File: config.mk
export PLATFORM = sky130hd
export DESIGN_NAME = trg_isqrt
export DESIGN_NICKNAME = d
export VERILOG_FILES = /design/src/trg_pkg.sv /design/src/trg_isqrt.sv
export SDC_FILE = /design/constraint.sdc
export NUM_CORES = 1
export LEC_CHECK = 0
export BUFFER_PORTS_ARGS = -buffer_cell sky130_fd_sc_hd__buf_2
export CORE_ASPECT_RATIO = 1.1
export CORE_MARGIN = 2
export CORE_UTILIZATION = 36
export CTS_BUF_LIST = sky130_fd_sc_hd__clkbuf_4 sky130_fd_sc_hd__clkbuf_8
export DETAILED_ROUTE_END_ITERATION = 16
export GPL_TIMING_DRIVEN = 0
export PLACE_DENSITY = 0.55
export SLEW_MARGIN = 30
export SYNTH_ARGS = -nofsm -noshare
export SYNTH_HDL_FRONTEND = slang
export SYNTH_SLANG_ARGS = --single-unit
File: constraint.sdc
create_clock -name clk -period 10.61 [get_ports clk]
set_input_delay 1.061 -clock clk [delete_from_list [all_inputs] [get_ports clk]]
set_output_delay 1.061 -clock clk [all_outputs]
set_load 0.02 [all_outputs]
File: src/trg_pkg.sv
// ----------------------------------------------------------------------------
// Trapezoidal reference generator package
// Shared widths, register indexes and reset values of the generator.
// ----------------------------------------------------------------------------
package trg_pkg;

  // default width of the signed reference values
  localparam int VALUE_WIDTH_DEF = 32;

  // configuration register widths
  localparam int VEL_W     = 31;
  localparam int ACC_LIM_W = 31;
  localparam int TS_W      = 16;
  localparam int INV_W     = 32;

  // fraction bits of the tick period; every tick product scales down by this
  localparam int TS_FRAC = TS_W;

  // acceleration state holds at most the limit with a sign
  localparam int ACC_W = ACC_LIM_W + 1;

  // limb width of the shared multiplier
  localparam int LIMB_W = 32;

  // width of the speed limit's square, which is the root's radicand, and of the root
  localparam int VSQ_W  = 2 * VEL_W;
  localparam int ROOT_W = VEL_W;

  // configuration port
  localparam int CFG_ADDR_W = 2;
  localparam int CFG_DATA_W = 32;

  localparam logic [CFG_ADDR_W-1:0] CFG_MAX_VEL = 2'd0;
  localparam logic [CFG_ADDR_W-1:0] CFG_MAX_ACC = 2'd1;
  localparam logic [CFG_ADDR_W-1:0] CFG_STEP    = 2'd2;
  localparam logic [CFG_ADDR_W-1:0] CFG_INV     = 2'd3;

  // register reset values: 1.0, 1.0, about 0.01 s and 100.0
  localparam logic [VEL_W-1:0]     MAX_VEL_RST = 31'd65536;
  localparam logic [ACC_LIM_W-1:0] MAX_ACC_RST = 31'd65536;
  localparam logic [TS_W-1:0]      STEP_RST    = 16'd655;
  localparam logic [INV_W-1:0]     INV_RST     = 32'd6553600;

endpackage

File: src/trg_isqrt.sv
// ----------------------------------------------------------------------------
// Integer square root
// Digit-by-digit floor root of a radicand below 2^62, one result bit a cycle.
// ----------------------------------------------------------------------------
module trg_isqrt (
  input  logic                       clk,
  input  logic                       rst_n,
  input  logic                       start,
  input  logic [trg_pkg::VSQ_W-1:0]  radicand,
  output logic                       done,
  output logic [trg_pkg::ROOT_W-1:0] root
);

  localparam int RW = trg_pkg::VSQ_W;

  logic [RW-1:0] rem_r;
  logic [RW-1:0] res_r;
  logic [RW-1:0] bit_r;
  logic [RW-1:0] trial;
  logic          busy_r;
  logic          done_r;

  assign trial = res_r + bit_r;

  // control
  always_ff @(posedge clk) begin
    if (!rst_n) begin
      busy_r <= 1'b0;
      done_r <= 1'b0;
    end else begin
      done_r <= 1'b0;
      if (start) begin
        busy_r <= 1'b1;
      end else if (busy_r && bit_r[0]) begin
        busy_r <= 1'b0;
        done_r <= 1'b1;
      end
    end
  end

  // one root digit: subtract the trial where it fits
  always_ff @(posedge clk) begin
    if (start) begin
      rem_r <= radicand;
      res_r <= '0;
      bit_r <= RW'(1) << (RW - 2);
    end else if (busy_r) begin
      if (rem_r >= trial) begin
        rem_r <= rem_r - trial;
        res_r <= (res_r >> 1) + bit_r;
      end else begin
        res_r <= res_r >> 1;
      end
      bit_r <= bit_r >> 2;
    end
  end

  assign done = done_r;
  assign root = res_r[trg_pkg::ROOT_W-1:0];

endmodule

# Word level (Yosys, flattened, before mapping)
# Index checks and enable logic that the tools add are counted.
[totals]
ff_bits = 157
out_inout_bits = 32
word_cells = 23
[classes]
n_addsub = 3
order_cmp = 1
mux = 7
bitwise_logic = 1
n_reduce_logical = 6
[op_table]
columns = ["operator", "count"]
rows = [
  ["$mux W62", 4],
  ["$add A61 B61 Y62", 1],
  ["$add A62 B61 Y62", 1],
  ["$ge A62 B62 Y1", 1],
  ["$sub A62 B62 Y62", 1],
  ["$reduce_bool A2 Y1", 3],
  ["$mux W1", 3],
  ["$reduce_and A2 Y1", 1],
  ["$reduce_or A2 Y1", 1],
  ["$logic_and A1 B1 Y1", 1],
  ["$not A1 Y1", 1],
]

# Depth between registers and ports, before layout
[logic_depth]
depth_word = 5
ltp_mapped = 25

# Worst setup path after synthesis
# OpenSTA, ideal clock, no wires.
[synth_timing]
kind = "register -> register"
from = "register res_r[2]"
to = "register rem_r[0], enable pin"
setup_ps = 393
arrival_time_ps = 5497
setup_slack_ps = 4720
stages_incl_launch_ff = 22
path_buffers = 2
synth_period_minus_slack_ps = 5890
path_cell_list = "dfxtp_1 ha_1 a31oi_1 a211oi_1 a211oi_1 nor4b_1 a2111oi_0 nor2_1 a21o_1 a31oi_1 xor2_1 ha_1 clkbuf_1 nand2_1 nor2_1 nand2_1 o41ai_1 o21ba_1 clkbuf_1 nand2_2 and2_1 or2_2"
[synth_between]
elab_chain_cells = 4
[synth_rtl]
columns = ["item", "line", "rtl"]
rows = [
  ["start, declared", "trg_isqrt.sv:17", "logic [RW-1:0] res_r;"],
  ["start signal, assigned", "trg_isqrt.sv:50", "res_r <= (res_r >> 1) + bit_r;"],
  ["start signal, assigned", "trg_isqrt.sv:52", "res_r <= res_r >> 1;"],
  ["$add A62 B61 Y62", "trg_isqrt.sv:23", "assign trial = res_r + bit_r;"],
  ["$ge A62 B62 Y1", "trg_isqrt.sv:48", "if (rem_r >= trial) begin"],
  ["$reduce_bool A2 Y1 (no line)", "-", ""],
  ["$reduce_and A2 Y1 (no line)", "-", ""],
  ["end signal, assigned", "trg_isqrt.sv:44", "rem_r <= radicand;"],
  ["end signal, assigned", "trg_isqrt.sv:49", "rem_r <= rem_r - trial;"],
  ["end, declared", "trg_isqrt.sv:16", "logic [RW-1:0] rem_r;"],
]
# No other way between the ends.
# A chain may end at the register's enable or synchronous reset.

# Final worst setup path
[layout_timing]
from = "register res_r[4]"
to = "register rem_r[21], enable pin"
# Same word-level chain as after synthesis.

==> impl_results.md <==
- Logic pwr share: 57.9%
- Leading area contributor after synthesis: dfxtp_1
- # rows: 77
- Reg clk slew, reported paths: 0.10 ns
- Setup tns final: 0 ns
- Overall power: 3.27 mW
- R2R depth: 20
- Gp weighted congestion: 0.921
- Worst Hold Class: flop to flop
- Critical path origin: res_r[4]
- Clk buf depth: 2
- Fraction of registers with async set/reset: 0%
- Final Core Density: 40.2%
- Status: finished clean
- Synth Warn #: 0
- Cts hold-fix bufs: 0
- Setup crit start kind: flop
- Synthesized net count: 2027
- Critical Path End: rem_r[21]
- Period utilization: 72.2%
- Top Ports: 97
- Die Width: 195 um
- PostCTS Resize Cnt: 0
- Nets: 2142
- Port buffer count: 95
- Area added between synthesis and finish: 10.8%
- Number of max-cap violations: 0
- Slowest cell on crit path: a211oi_1
- Core area: 40000 um2
- Mapped Area: 14500 um2
- Cell variety after synth: 74
- Fin. Hold Viols: 0
- Post-Syn Instances: 1835
- Avg Inst Size Synth: 7.90 um2
- Setup WS post-layout: 2.95 ns
- Via count: 14200
- Tot GR Track Use: 23.5%
- Post-layout min period: 7.66 ns
- Post-synth EDFFs: 62
- CP Cell Sequence: ha_1, a211oi_1, a211oi_1, a31oi_1, o31ai_1, inv_1, o21ai_0, xnor2_1, ha_1, nand3_1, or4_1, a211oi_2, o41ai_2, o31ai_4, a21oi_2, nand4b_4, nand2_2, and2_1, or2_4, buf_12
- Final setup viols: 0
- Pre-Repair DR Iteration Count: 6
- Layout Skew: 0.0170 ns
- Seq/Total Area, Yosys: 25.9%
- Internal: 1.72 mW
- Ratio of cells with drive above 1 in the final layout: 10.9%
- Largest net degree at the start of global routing: 33
- P_sw: 1.55 mW
- # diodes: 0
- #FFs+latches synth: 157
- Worst vdd ir: 0.0828 mV
- Fmax: 131 MHz
- Sw Ratio: 47.4%
- Post-Place Worst Slack: 2.53 ns
- CTS Buf Count: 17
- Routed Wire Length: 49.5 mm
- Synth top area cells: dfxtp_1 (13%), edfxtp_1 (13%), ha_1 (11%)
- Final instance area: 16100 um2
- Vias in the first global route: 13600
- Initial antenna violation count: 0
- Vias per cell: 5.72
- Post-synth top area share: 13.1%
- Final Max Slew Viols: 0
- Commonest non-fill, non-tap cell in the layout: nand2_1
- Cell area power density: 203 nW/um2
- Max FO, Critical Path: 32
- Most frequent cells in the layout: nand2_1 (209), nor2_1 (194), o21ai_0 (143)
- Die Span Y: 215 um
- H-tree depth: 4
- Arr. time, crit path: 7.87 ns
- Clock power frac: 15.1%
- WS Path Type: flop to flop
- Die Area: 41900 um2
- Layout filler cell count: 4175
- DRC: 0
- Slew HR: 32.4%
- CTS sink count: 157
- Wire per inst: 20.0 um
- Critical Path Sink Type: flop
- Root Driver: clkbuf_8
- Seq pwr share: 26.9%
- Setup repair bufs after CTS: 0
- First-pass GRT wire length: 77.1 mm
- Initial Util: 36.3%
- Gr ovfl total: 0
- Top_reg_cell synth: dfxtp_1
- R2R Path End: rem_r[21]
- Area post-placement: 15700 um2
- Setup slack, reg-to-reg: 2.95 ns
- Pleak: 6.18 nW
- Initial drt markers: 1205
- Number of routed nets with antenna violations: 0
- RSZ-0062 raised after global routing: no
- Skew-Pair Late Insertion Delay: 0.53 ns
- Worst Tran Pin Value: 1.01 ns
- WP data required: 10.83 ns
- CTS tree: yes
- FF-to-FF Start: res_r[4]
- DP HPWL: 38.4 mm
- Worst path max stage delay: 0.85 ns
routing by layer:
layer | GRT usage, % | vias up | routed length, um
li1 | - | 6962 | -
met1 | 32.9 | 6665 | 23200
met2 | 37.2 | 450 | 22200
met3 | 2.06 | 76 | 2410
met4 | 9.82 | 0 | 1690
met5 | 0 | - | 0
power by group through the flow:
stage               clock network, mW  logic, mW  registers, mW
floorplan                           0       1.39          0.857
global placement                    0       1.85          0.896
detailed placement                  0       1.86          0.895
CTS                             0.503       1.87          0.882
global route                    0.521       2.10          0.892
finish                          0.495       1.89          0.881
how the worst min path moves through the flow:
| stage | from | endpoint | slack (ns) | cells past startpoint |
|---|---|---|---|---|
| after detailed placement | bit_r[60] | bit_r[60] | 0.52 | 2 |
| after global placement | bit_r[60] | bit_r[60] | 0.52 | 2 |
| after CTS | bit_r[60] | bit_r[60] | 0.54 | 2 |
| after floorplan | bit_r[60] | bit_r[60] | 0.46 | 2 |
| after global routing | res_r[0] | res_r[0] | 0.56 | 2 |
| final | res_r[0] | res_r[0] | 0.53 | 2 |
synthesized netlist by cell type, types with 6 or more instances:
cell type and number:
nand3_1 38, o21ai_0 143, nor4_1 10, inv_1 29, nand4_1 41, ha_1 126
buf_1 12, xnor2_1 98, nand2_1 209, a311oi_1 14, o211ai_1 8, o21bai_1 17
nor3_1 20, xor2_1 57, nor3b_1 7, mux2i_1 47, or3_1 6, nor2_1 194
or4_1 6, a21oi_1 107, a211o_1 8, buf_4 33, and2_1 9, a211oi_1 41
dfxtp_1 95, mux2_2 9, a31o_2 10, clkbuf_1 90, a21oi_2 10, o31ai_1 22
o21a_1 9, a21boi_0 9, a31oi_1 67, and3_1 23, edfxtp_1 62, nor2b_1 13
nand2b_1 9, a21o_1 51
sequential cells by signal, indices dropped and copies added (netlist names):
signal,flops
done,1
rem_r,62
busy_r,1
bit_r,31
res_r,62
stage by stage:
step / hold slack (ns) / instances
2_1_floorplan: 0.463 / 1835
3_3_place_gp: 0.516 / 2443
3_5_place_dp: 0.524 / 2444
4_1_cts: 0.541 / 2476
5_1_grt: 0.560 / 2476
6_report: 0.532 / 2476
cells by family after synthesis:
group           count (synthesis)  share of synthesized area (%)
compound gates                572                           25.7
xor+xnor                      155                           9.36
fa+ha+maj                     127                           11.0
buf+inv                       167                           5.20
flops                         157                           25.9
mux                            56                           3.94
simple gates                  601                           18.8
critical path: cells and delay by family, from the launching register on:
family / cells / cell delay [ns]
compound gates: 9 / 3.25
xor+xnor: 1 / 0.16
fa+ha+maj: 2 / 0.83
buf+inv: 2 / 0.34
flops: 1 / 0.43
simple gates: 6 / 2.28
layout make-up:
class                           count  area (um2)  area share, %
Buffer                            138         648           4.03
Clock inverter                     14         156          0.973
Tap cell                          513         642           3.99
Multi-Input combinational cell   1511       10000           62.3
Clock buffer                       18         248           1.54
Timing Repair Buffer               96         495           3.08
Sequential cell                   157        3760           23.4
Inverter                           29         109          0.677
Note: power is estimated with default switching activity, not from simulation.
